==> src/rtl/core/ohpi_pkg.sv <==
`default_nettype none

package ohpi_pkg;

    // Operation codes
    localparam logic OP_ODOM = 1'b0;
    localparam logic OP_YAW  = 1'b1;

    // Angles in unsigned Q30 radians, used only when the sine table is built
    localparam logic [63:0] PI_Q30      = 64'd3373259426;
    localparam logic [63:0] HALF_PI_Q30 = 64'd1686629713;
    localparam logic [63:0] TWO_PI_Q30  = 64'd6746518852;
    localparam logic [63:0] ONE_Q30     = 64'd1073741824;

    // Quarter turn as a binary angle
    localparam logic [15:0] QUARTER_TURN = 16'h4000;

    typedef struct packed {
        logic               operation;
        logic signed [31:0] pos_x;
        logic signed [31:0] pos_y;
        logic signed [31:0] pos_z;
        logic signed [15:0] quat_w;
        logic signed [15:0] quat_x;
        logic signed [15:0] quat_y;
        logic signed [15:0] quat_z;
        logic signed [15:0] yaw_increment;
    } t_in;

    typedef struct packed {
        logic signed [31:0] pose_x;
        logic signed [31:0] pose_y;
        logic signed [31:0] pose_z;
        logic signed [15:0] heading;
        logic signed [15:0] orient_w;
        logic signed [15:0] orient_z;
    } t_out;

    // Q14 sine of an angle in [0, 2*pi) given in Q30; evaluated at elaboration only.
    function automatic logic signed [15:0] sine_q14(input logic [63:0] ang);
        logic [63:0] t;
        logic [63:0] x2;
        logic [63:0] r;
        logic [63:0] s;
        logic [63:0] q;
        logic        neg;
        t   = ang;
        neg = 1'b0;
        if (t >= PI_Q30) begin
            neg = 1'b1;
            t   = t - PI_Q30;
        end
        if (t > HALF_PI_Q30) begin
            t = PI_Q30 - t;
        end
        x2 = (t * t) >> 30;
        r  = ONE_Q30;
        r  = ONE_Q30 - (((x2 * r) >> 30) / 64'd156);
        r  = ONE_Q30 - (((x2 * r) >> 30) / 64'd110);
        r  = ONE_Q30 - (((x2 * r) >> 30) / 64'd72);
        r  = ONE_Q30 - (((x2 * r) >> 30) / 64'd42);
        r  = ONE_Q30 - (((x2 * r) >> 30) / 64'd20);
        r  = ONE_Q30 - (((x2 * r) >> 30) / 64'd6);
        s  = (t * r) >> 30;
        q  = (s + 64'd32768) >> 16;
        if (q > 64'd16384) begin
            q = 64'd16384;
        end
        if (neg) begin
            q = -q;
        end
        return q[15:0];
    endfunction

endpackage

`default_nettype wire

==> src/rtl/core/odometry_heading_pose_integrator.sv <==
`default_nettype none

// Dead-reckoning pose integrator. A heading transaction (operation = 1) adds its
// binary-angle increment to the current heading and returns nothing.
// In an odometry transaction (operation = 0) the displacement
// from the previous odometry sample (zero on the first) is rotated into the
// previous sample's body frame by the transposed matrix of that sample's
// quaternion, rotated about z by the heading latched at the previous odometry
// transaction, and added to the saturating pose. Its result carries the pose,
// the current heading and the heading quaternion (w, z). The steps, on one
// shared 18x40 signed multiplier, are ten quaternion products, a matrix
// rounding step, nine matrix-vector MACs and four heading-rotation MACs,
// then the pose update. The sine table (SINE_TABLE_DEPTH
// entries over a full turn) is read through one registered port during the
// quaternion products. The input side is ready only while the sequencer is idle;
// a finished result sits in the output register and does not block the next
// input, but a later odometry result waits until the previous one is taken.
module odometry_heading_pose_integrator #(
    parameter int SINE_TABLE_DEPTH = 256
) (
    input  wire               i_clk,
    input  wire               i_rst_n,
    input  wire               i_in_valid,
    output logic              o_in_ready,
    input  wire ohpi_pkg::t_in i_in,
    output logic              o_out_valid,
    input  wire               i_out_ready,
    output ohpi_pkg::t_out    o_out
);
    import ohpi_pkg::*;

    localparam int IDX_W = $clog2(SINE_TABLE_DEPTH);

    typedef enum logic [5:0] {
        S_IDLE   = 6'b000001,
        S_PROD   = 6'b000010,
        S_MATRIX = 6'b000100,
        S_LOC    = 6'b001000,
        S_ROT    = 6'b010000,
        S_ADD    = 6'b100000
    } t_state;

    t_state r_state;

    // Sine table, built at elaboration
    logic signed [15:0] w_sine [SINE_TABLE_DEPTH];
    for (genvar k = 0; k < SINE_TABLE_DEPTH; k++) begin : g_sine
        localparam logic [63:0] ANG = (64'(k) * TWO_PI_Q30) / 64'(SINE_TABLE_DEPTH);
        assign w_sine[k] = sine_q14(ANG);
    end

    // Architectural state
    logic signed [31:0] r_prev_p [3];
    logic signed [15:0] r_prev_q [4];
    logic               r_seen;
    logic signed [31:0] r_fused [3];
    logic        [15:0] r_head_now;
    logic        [15:0] r_head_last;

    // Working registers
    logic        [3:0]  r_step;
    logic        [1:0]  r_row;
    logic        [1:0]  r_col;
    logic signed [32:0] r_d [3];
    logic signed [15:0] r_q [4];
    logic signed [29:0] r_prod [10];
    logic signed [17:0] r_m [3][3];
    logic signed [38:0] r_loc [3];
    logic signed [45:0] r_g [2];
    logic signed [59:0] r_acc;
    logic signed [15:0] r_rom_q;
    logic signed [15:0] r_trig [4]; // cos(last), sin(last), cos(half), sin(half)

    logic               r_out_valid;
    t_out               r_out;

    assign o_in_ready  = (r_state == S_IDLE);
    assign o_out_valid = r_out_valid;
    assign o_out       = r_out;

    logic w_in_acc;
    logic w_out_acc;
    logic w_fire;
    assign w_in_acc  = i_in_valid && o_in_ready;
    assign w_out_acc = r_out_valid && i_out_ready;
    assign w_fire    = (r_state == S_ADD) && (!r_out_valid || i_out_ready);

    // Sine table read port: angle -> index (A * DEPTH) >> 16
    logic [15:0]        w_half;
    logic [15:0]        w_angle;
    logic [16+IDX_W:0]  w_idx_prod;
    logic [IDX_W-1:0]   w_idx;
    assign w_half = {r_head_now[15], r_head_now[15:1]};
    always_comb begin
        case (r_step[1:0])
            2'd0:    w_angle = r_head_last + QUARTER_TURN;
            2'd1:    w_angle = r_head_last;
            2'd2:    w_angle = w_half + QUARTER_TURN;
            default: w_angle = w_half;
        endcase
    end
    assign w_idx_prod = {{(IDX_W+1){1'b0}}, w_angle} * (IDX_W+17)'(SINE_TABLE_DEPTH);
    assign w_idx      = w_idx_prod[16 +: IDX_W];

    always_ff @(posedge i_clk) begin
        r_rom_q <= w_sine[w_idx];
    end

    // Quaternion product operand selection: ww xx yy zz xy wz xz wy yz wx
    logic [1:0] w_qa;
    logic [1:0] w_qb;
    always_comb begin
        case (r_step)
            4'd0:    begin w_qa = 2'd0; w_qb = 2'd0; end
            4'd1:    begin w_qa = 2'd1; w_qb = 2'd1; end
            4'd2:    begin w_qa = 2'd2; w_qb = 2'd2; end
            4'd3:    begin w_qa = 2'd3; w_qb = 2'd3; end
            4'd4:    begin w_qa = 2'd1; w_qb = 2'd2; end
            4'd5:    begin w_qa = 2'd0; w_qb = 2'd3; end
            4'd6:    begin w_qa = 2'd1; w_qb = 2'd3; end
            4'd7:    begin w_qa = 2'd0; w_qb = 2'd2; end
            4'd8:    begin w_qa = 2'd2; w_qb = 2'd3; end
            default: begin w_qa = 2'd0; w_qb = 2'd1; end
        endcase
    end

    // Shared multiplier
    logic signed [17:0] w_ma;
    logic signed [39:0] w_mb;
    logic signed [57:0] w_mul;
    logic signed [59:0] w_mul_x;
    always_comb begin
        w_ma = '0;
        w_mb = '0;
        case (r_state)
            S_PROD: begin
                w_ma = 18'(r_q[w_qa]);
                w_mb = 40'(r_q[w_qb]);
            end
            S_LOC: begin
                w_ma = r_m[r_row][r_col];
                w_mb = 40'(r_d[r_col]);
            end
            S_ROT: begin
                case (r_step[1:0])
                    2'd0:    begin w_ma = 18'(r_trig[0]);  w_mb = 40'(r_loc[0]); end
                    2'd1:    begin w_ma = -18'(r_trig[1]); w_mb = 40'(r_loc[1]); end
                    2'd2:    begin w_ma = 18'(r_trig[1]);  w_mb = 40'(r_loc[0]); end
                    default: begin w_ma = 18'(r_trig[0]);  w_mb = 40'(r_loc[1]); end
                endcase
            end
            default: begin
                w_ma = '0;
                w_mb = '0;
            end
        endcase
    end
    assign w_mul   = w_ma * w_mb;
    assign w_mul_x = 60'(w_mul);

    // Accumulator: a new sum starts at the first column / even rotation step
    logic signed [59:0] w_acc_next;
    logic signed [59:0] w_acc_rnd;
    logic               w_acc_clr;
    assign w_acc_clr  = (r_state == S_LOC) ? (r_col == 2'd0) : !r_step[0];
    assign w_acc_next = (w_acc_clr ? 60'sd0 : r_acc) + w_mul_x;
    assign w_acc_rnd  = (w_acc_next + 60'sd8192) >>> 14;

    // Transposed rotation matrix from the stored products, rounded Q28 -> Q14
    logic signed [31:0] w_p [10];
    logic signed [31:0] w_msum [9];
    always_comb begin
        for (int i = 0; i < 10; i++) begin
            w_p[i] = 32'(r_prod[i]);
        end
        w_msum[0] = w_p[0] + w_p[1] - w_p[2] - w_p[3];
        w_msum[1] = (w_p[4] + w_p[5]) <<< 1;
        w_msum[2] = (w_p[6] - w_p[7]) <<< 1;
        w_msum[3] = (w_p[4] - w_p[5]) <<< 1;
        w_msum[4] = w_p[0] - w_p[1] + w_p[2] - w_p[3];
        w_msum[5] = (w_p[8] + w_p[9]) <<< 1;
        w_msum[6] = (w_p[6] + w_p[7]) <<< 1;
        w_msum[7] = (w_p[8] - w_p[9]) <<< 1;
        w_msum[8] = w_p[0] - w_p[1] - w_p[2] + w_p[3];
    end

    // Saturating pose update
    logic signed [46:0] w_sum [3];
    logic signed [31:0] w_sat [3];
    always_comb begin
        w_sum[0] = 47'(r_fused[0]) + 47'(r_g[0]);
        w_sum[1] = 47'(r_fused[1]) + 47'(r_g[1]);
        w_sum[2] = 47'(r_fused[2]) + 47'(r_loc[2]);
        for (int i = 0; i < 3; i++) begin
            if (w_sum[i] > 47'sd2147483647) begin
                w_sat[i] = 32'sh7FFFFFFF;
            end else if (w_sum[i] < -47'sd2147483648) begin
                w_sat[i] = 32'sh80000000;
            end else begin
                w_sat[i] = w_sum[i][31:0];
            end
        end
    end

    // Sequencer and state
    logic signed [31:0] w_pin [3];
    logic signed [15:0] w_qin [4];
    logic [1:0]         w_trig_sel;
    assign w_pin[0]   = i_in.pos_x;
    assign w_pin[1]   = i_in.pos_y;
    assign w_pin[2]   = i_in.pos_z;
    assign w_qin[0]   = i_in.quat_w;
    assign w_qin[1]   = i_in.quat_x;
    assign w_qin[2]   = i_in.quat_y;
    assign w_qin[3]   = i_in.quat_z;
    assign w_trig_sel = 2'(r_step - 4'd1);

    always_ff @(posedge i_clk) begin
        if (!i_rst_n) begin
            r_state     <= S_IDLE;
            r_seen      <= 1'b0;
            r_head_now  <= '0;
            r_head_last <= '0;
            r_out_valid <= 1'b0;
            r_step      <= '0;
            r_row       <= '0;
            r_col       <= '0;
            for (int i = 0; i < 3; i++) begin
                r_fused[i] <= '0;
            end
        end else begin
            // A new result may load in the cycle the old one is taken
            if (w_fire) begin
                r_out_valid <= 1'b1;
            end else if (w_out_acc) begin
                r_out_valid <= 1'b0;
            end
            case (r_state)
                S_IDLE: begin
                    if (w_in_acc) begin
                        if (i_in.operation == OP_YAW) begin
                            r_head_now <= r_head_now + i_in.yaw_increment;
                        end else begin
                            r_seen <= 1'b1;
                            for (int i = 0; i < 3; i++) begin
                                r_d[i]      <= r_seen ? 33'(w_pin[i]) - 33'(r_prev_p[i]) : '0;
                                r_prev_p[i] <= w_pin[i];
                            end
                            for (int i = 0; i < 4; i++) begin
                                r_q[i]      <= r_seen ? r_prev_q[i] : w_qin[i];
                                r_prev_q[i] <= w_qin[i];
                            end
                            r_step  <= '0;
                            r_state <= S_PROD;
                        end
                    end
                end
                S_PROD: begin
                    r_prod[r_step] <= w_mul[29:0];
                    if (r_step >= 4'd1 && r_step <= 4'd4) begin
                        r_trig[w_trig_sel] <= r_rom_q;
                    end
                    if (r_step == 4'd9) begin
                        r_state <= S_MATRIX;
                    end
                    r_step <= r_step + 4'd1;
                end
                S_MATRIX: begin
                    for (int i = 0; i < 3; i++) begin
                        for (int j = 0; j < 3; j++) begin
                            r_m[i][j] <= 18'((w_msum[i*3+j] + 32'sd8192) >>> 14);
                        end
                    end
                    r_row   <= '0;
                    r_col   <= '0;
                    r_state <= S_LOC;
                end
                S_LOC: begin
                    r_acc <= w_acc_next;
                    if (r_col == 2'd2) begin
                        r_loc[r_row] <= w_acc_rnd[38:0];
                        r_col        <= '0;
                        r_row        <= r_row + 2'd1;
                        if (r_row == 2'd2) begin
                            r_step  <= '0;
                            r_state <= S_ROT;
                        end
                    end else begin
                        r_col <= r_col + 2'd1;
                    end
                end
                S_ROT: begin
                    r_acc <= w_acc_next;
                    if (r_step[0]) begin
                        r_g[r_step[1]] <= w_acc_rnd[45:0];
                    end
                    if (r_step[1:0] == 2'd3) begin
                        r_state <= S_ADD;
                    end
                    r_step <= r_step + 4'd1;
                end
                S_ADD: begin
                    if (w_fire) begin
                        for (int i = 0; i < 3; i++) begin
                            r_fused[i] <= w_sat[i];
                        end
                        r_head_last <= r_head_now;
                        r_state     <= S_IDLE;
                    end
                end
                default: begin
                    r_state <= S_IDLE;
                end
            endcase
        end
    end

    // Result payload
    always_ff @(posedge i_clk) begin
        if (w_fire) begin
            r_out.pose_x   <= w_sat[0];
            r_out.pose_y   <= w_sat[1];
            r_out.pose_z   <= w_sat[2];
            r_out.heading  <= r_head_now;
            r_out.orient_w <= r_trig[2];
            r_out.orient_z <= r_trig[3];
        end
    end

endmodule

`default_nettype wire
==> config.mk <==
export PLATFORM = sky130hd
export DESIGN_NAME = odometry_heading_pose_integrator
export DESIGN_NICKNAME = d
export VERILOG_FILES = /design/src/rtl/core/ohpi_pkg.sv /design/src/rtl/core/odometry_heading_pose_integrator.sv
export SDC_FILE = /design/constraint.sdc
export NUM_CORES = 2
export LEC_CHECK = 0
export BUFFER_PORTS_ARGS = -buffer_cell sky130_fd_sc_hd__buf_2
export CORE_UTILIZATION = 35
export DETAILED_ROUTE_END_ITERATION = 16
export PLACE_DENSITY_LB_ADDON = 0.05
export SYNTH_ARGS = -nofsm -noshare
export SYNTH_HDL_FRONTEND = slang
export SYNTH_SLANG_ARGS = --single-unit
==> constraint.sdc <==
create_clock -name i_clk -period 36.8 [get_ports i_clk]
set_input_delay 1.84 -clock i_clk [delete_from_list [all_inputs] [get_ports i_clk]]
set_output_delay 1.84 -clock i_clk [all_outputs]
set_load 0.005 [all_outputs]
==> metrics.yaml <==
status: "finished with violations"
violations: "max-capacitance violations, max-slew violations"
cp_slowest_cell: "nand3_2"
max-slew-margin-rel_pct: -4.45
rsz0062_at_grt: "false"
viasPerCell: 5.31
synth_cell_types: 116
grt_pass1_wl_mm: 551
whs_ns: 0.418
dieWidth_um: 572
layout.cells.most_common: "edfxtp_1"
layout_common_cells: "1358 x edfxtp_1, 1243 x inv_1, 976 x nand2_1"
syn-num-nets: 12900
combinationalPowerShare_pct: 19.9
crit_path_start_kind: "flop"
ir_drop_uv: 39.9
cts_buffers: 183
pwr-share-clk_pct: 39.7
arrival_ns: 15.17
critPathCapture: "r_loc[0][34]"
ctsRootBufferMaster: "clkbuf_16"
postCtsSetupRepairBufs: 0
min_period_ns: 14.51
rows: 208
p_int_mw: 3.26
ant_nets: 0
hp-class: "flop to flop"
crit_type: "flop to flop"
reg2reg_to: "r_loc[0][34]"
r2r_setup_slack_ns: 22.29
overflow: 0
switching_share_pct: 30.2
reg2reg_depth: 43
crit_top_cell: "a21oi_1"
area_growth_pct: 11.8
final_max_slew_viol_count: 2
finalSetupTns_ns: 0
synth_top_area_cell: "edfxtp_1"
tightest_slew_ns: 1.55
end_kind: "flop"
required_ns: 37.46
cts.htree.levels: 4
vias: 83500
initial_core_util_pct: 35.3
setup_ws_ns: 22.29
yosys_register_bits: 1422
netlist.area_leader.share_pct: 35.9
die_h_um: 572
maxCapViolations: 1
hold_buffers: 0
synth_async_sr_flop_share_pct: 0
track_usage_pct: 22.4
clock-sinks: 1422
synth-edff-count: 1358
cts_tree: "done"
post-route-util_pct: 39.4
fillers: 31600
setup_viol: 0
clock_latency_ns: 0.91
p_seq_share_pct: 40.4
critical-path-max-stage-delay_ns: 0.81
p_leak_nw: 50.8
drcViolationCount: 0
powerDensity_nw_per_um2: 36.8
dr.pass1.iters: 6
critPathTopFamily: "simple AND/OR/NAND/NOR gates"
crit_buf_inv: 6
grt_max_degree: 74
wl_per_cell_um: 23.5
cts_resized: 0
cts.clk_slew.worst_paths_ns: 0.07
instances_no_fill: 15700
finalWirelength_mm: 370
crit_path_max_fanout: 32
synth_flop_cell: "edfxtp_1"
die-area_sq_um: 327000
dp.final_hpwl_mm: 280
synth_area_per_cell_sq_um: 10.3
cp-startpoint: "r_col[1]"
io_pins: 327
place_congestion: 0.897
clockBufferDepth: 4
ys_seq_area_share_pct: 37.0
drive_gt1_share_pct: 9.78
core_area_sq_um: 322000
synth_warnings: 0
grt_pass1_vias: 85100
portBuffers: 326
cp.depth: 43
synth_cells: 11000
skew_ns: 0.0933
final-hold-violation-count: 0
nets: 13100
mappedNetlistArea_sq_um: 114000
finalCritPeriodShare_pct: 39.4
antenna_found_initial: 19
fmax_mhz: 68.9
p_sw_mw: 1.41
r2r_start: "r_col[1]"
place_inst: 15400
synth_area_leaders: "edfxtp_1 36%, fa_1 14%, ha_1 9.5%, inv_1 4.1%, a21oi_1 3.4%"
pre_cts_ws_ns: 22.28
drt-initial-drc-count: 6076
[flip-flops by register name, summed over array words and instances (netlist names), named ones only]
| register | flops |
|---|---|
| r_step | 4 |
| r_prod | 300 |
| r_loc | 117 |
| w_qb | 2 |
| r_rom_q | 16 |
| r_fused | 96 |
| o_out | 144 |
| r_acc | 60 |
| r_m | 162 |
| r_seen | 1 |
| r_d | 99 |
| r_state | 6 |
| r_prev_q | 64 |
| r_trig | 64 |
| r_q | 64 |
| r_col | 2 |
| r_row | 2 |
| r_head_last | 8 |
| r_prev_p | 96 |
| r_g | 92 |
| w_qa | 2 |
| r_head_now | 16 |
| o_out_valid | 1 |
[Yosys cell counts (96+ instances only)]
master    number
nand2b_1     151
inv_1       1244
nor3_1       189
mux2i_1      116
a31oi_1      104
ha_1         863
edfxtp_1    1358
nand3_1      177
clkbuf_1     377
a21o_1       206
o21a_1        96
nand2_1      977
xor2_1       192
and2_1       235
xnor2_1      394
o21ai_0      418
nor2b_1      133
nor2_1       681
fa_1         798
a21oi_1      773
[metal layers]
metal,share of wire [%],routed length [um],vias up,global-route usage [%]
li1,-,-,39100,-
met1,48,176000,41800,32.1
met2,45,166000,2133,35.8
met3,5.1,19000,418,2.98
met4,2.2,8220,4,5.10
met5,0.0054,20,-,0
[worst reg2reg max path, delay by kind of cell, from the launching register on]
family,cells,cell delay [ns]
adders and majority gates,8,3.68
xor gates and xnor gates,2,0.58
buffers and inverters,6,1.35
AOI/OAI and AO/OA,15,3.66
DFF,1,0.32
and+or+nand+nor,12,4.73
[final cells by class]
class                           instances  area (sq um)  share of cell area (%)
Multi-Input combinational cell       7901         65700                    51.7
Sequential cell                      1422         42100                    33.2
Tap cell                             4305          5390                    4.24
Clock buffer                          214          4830                    3.81
Inverter                             1248          4690                    3.70
Timing Repair Buffer                  504          2970                    2.34
Clock inverter                        119          1280                    1.01
Antenna cell                            7          17.5                  0.0138
[cell families (layout without fill, tap and decap cells)]
logic type	count (synthesis)	after routing	synth area share, %
buffers and inverters	1688	2085	5.59
other	0	7	0
xor gates and xnor gates	589	589	4.56
AOI/OAI and AO/OA	2348	2348	13.2
DFF	1422	1422	37.0
adders and majority gates	1663	1663	23.6
muxes	254	254	2.85
and+or+nand+nor	3047	3047	13.1
[per-stage QoR]
step	power (mW)	instance area, sq um
after floorplan	2.52	114000
after global placement	2.85	121000
after detailed placement	2.85	121000
after CTS	4.74	127000
after global routing	4.88	127000
final	4.67	127000
[power groups by stage]
stage                     registers, mW  clock network, mW  logic, mW
final                              1.89               1.86      0.930
after global routing               1.89               1.97       1.02
after CTS                          1.89               1.92      0.934
after detailed placement           1.92                  0      0.928
after global placement             1.92                  0      0.925
after floorplan                    1.94                  0      0.585
[worst min path at each step]
| stage | startpoint | end | cells after the start |
|---|---|---|---|
| floorplan | r_trig[3][0] | o_out[0] | 0 |
| global placement | r_trig[2][5] | o_out[21] | 0 |
| detailed placement | r_trig[2][1] | o_out[17] | 0 |
| CTS | r_trig[3][0] | o_out[0] | 0 |
| global route | r_trig[2][15] | o_out[31] | 0 |
| finish | r_trig[3][0] | o_out[0] | 0 |
Power figures use the tool's default switching activity.
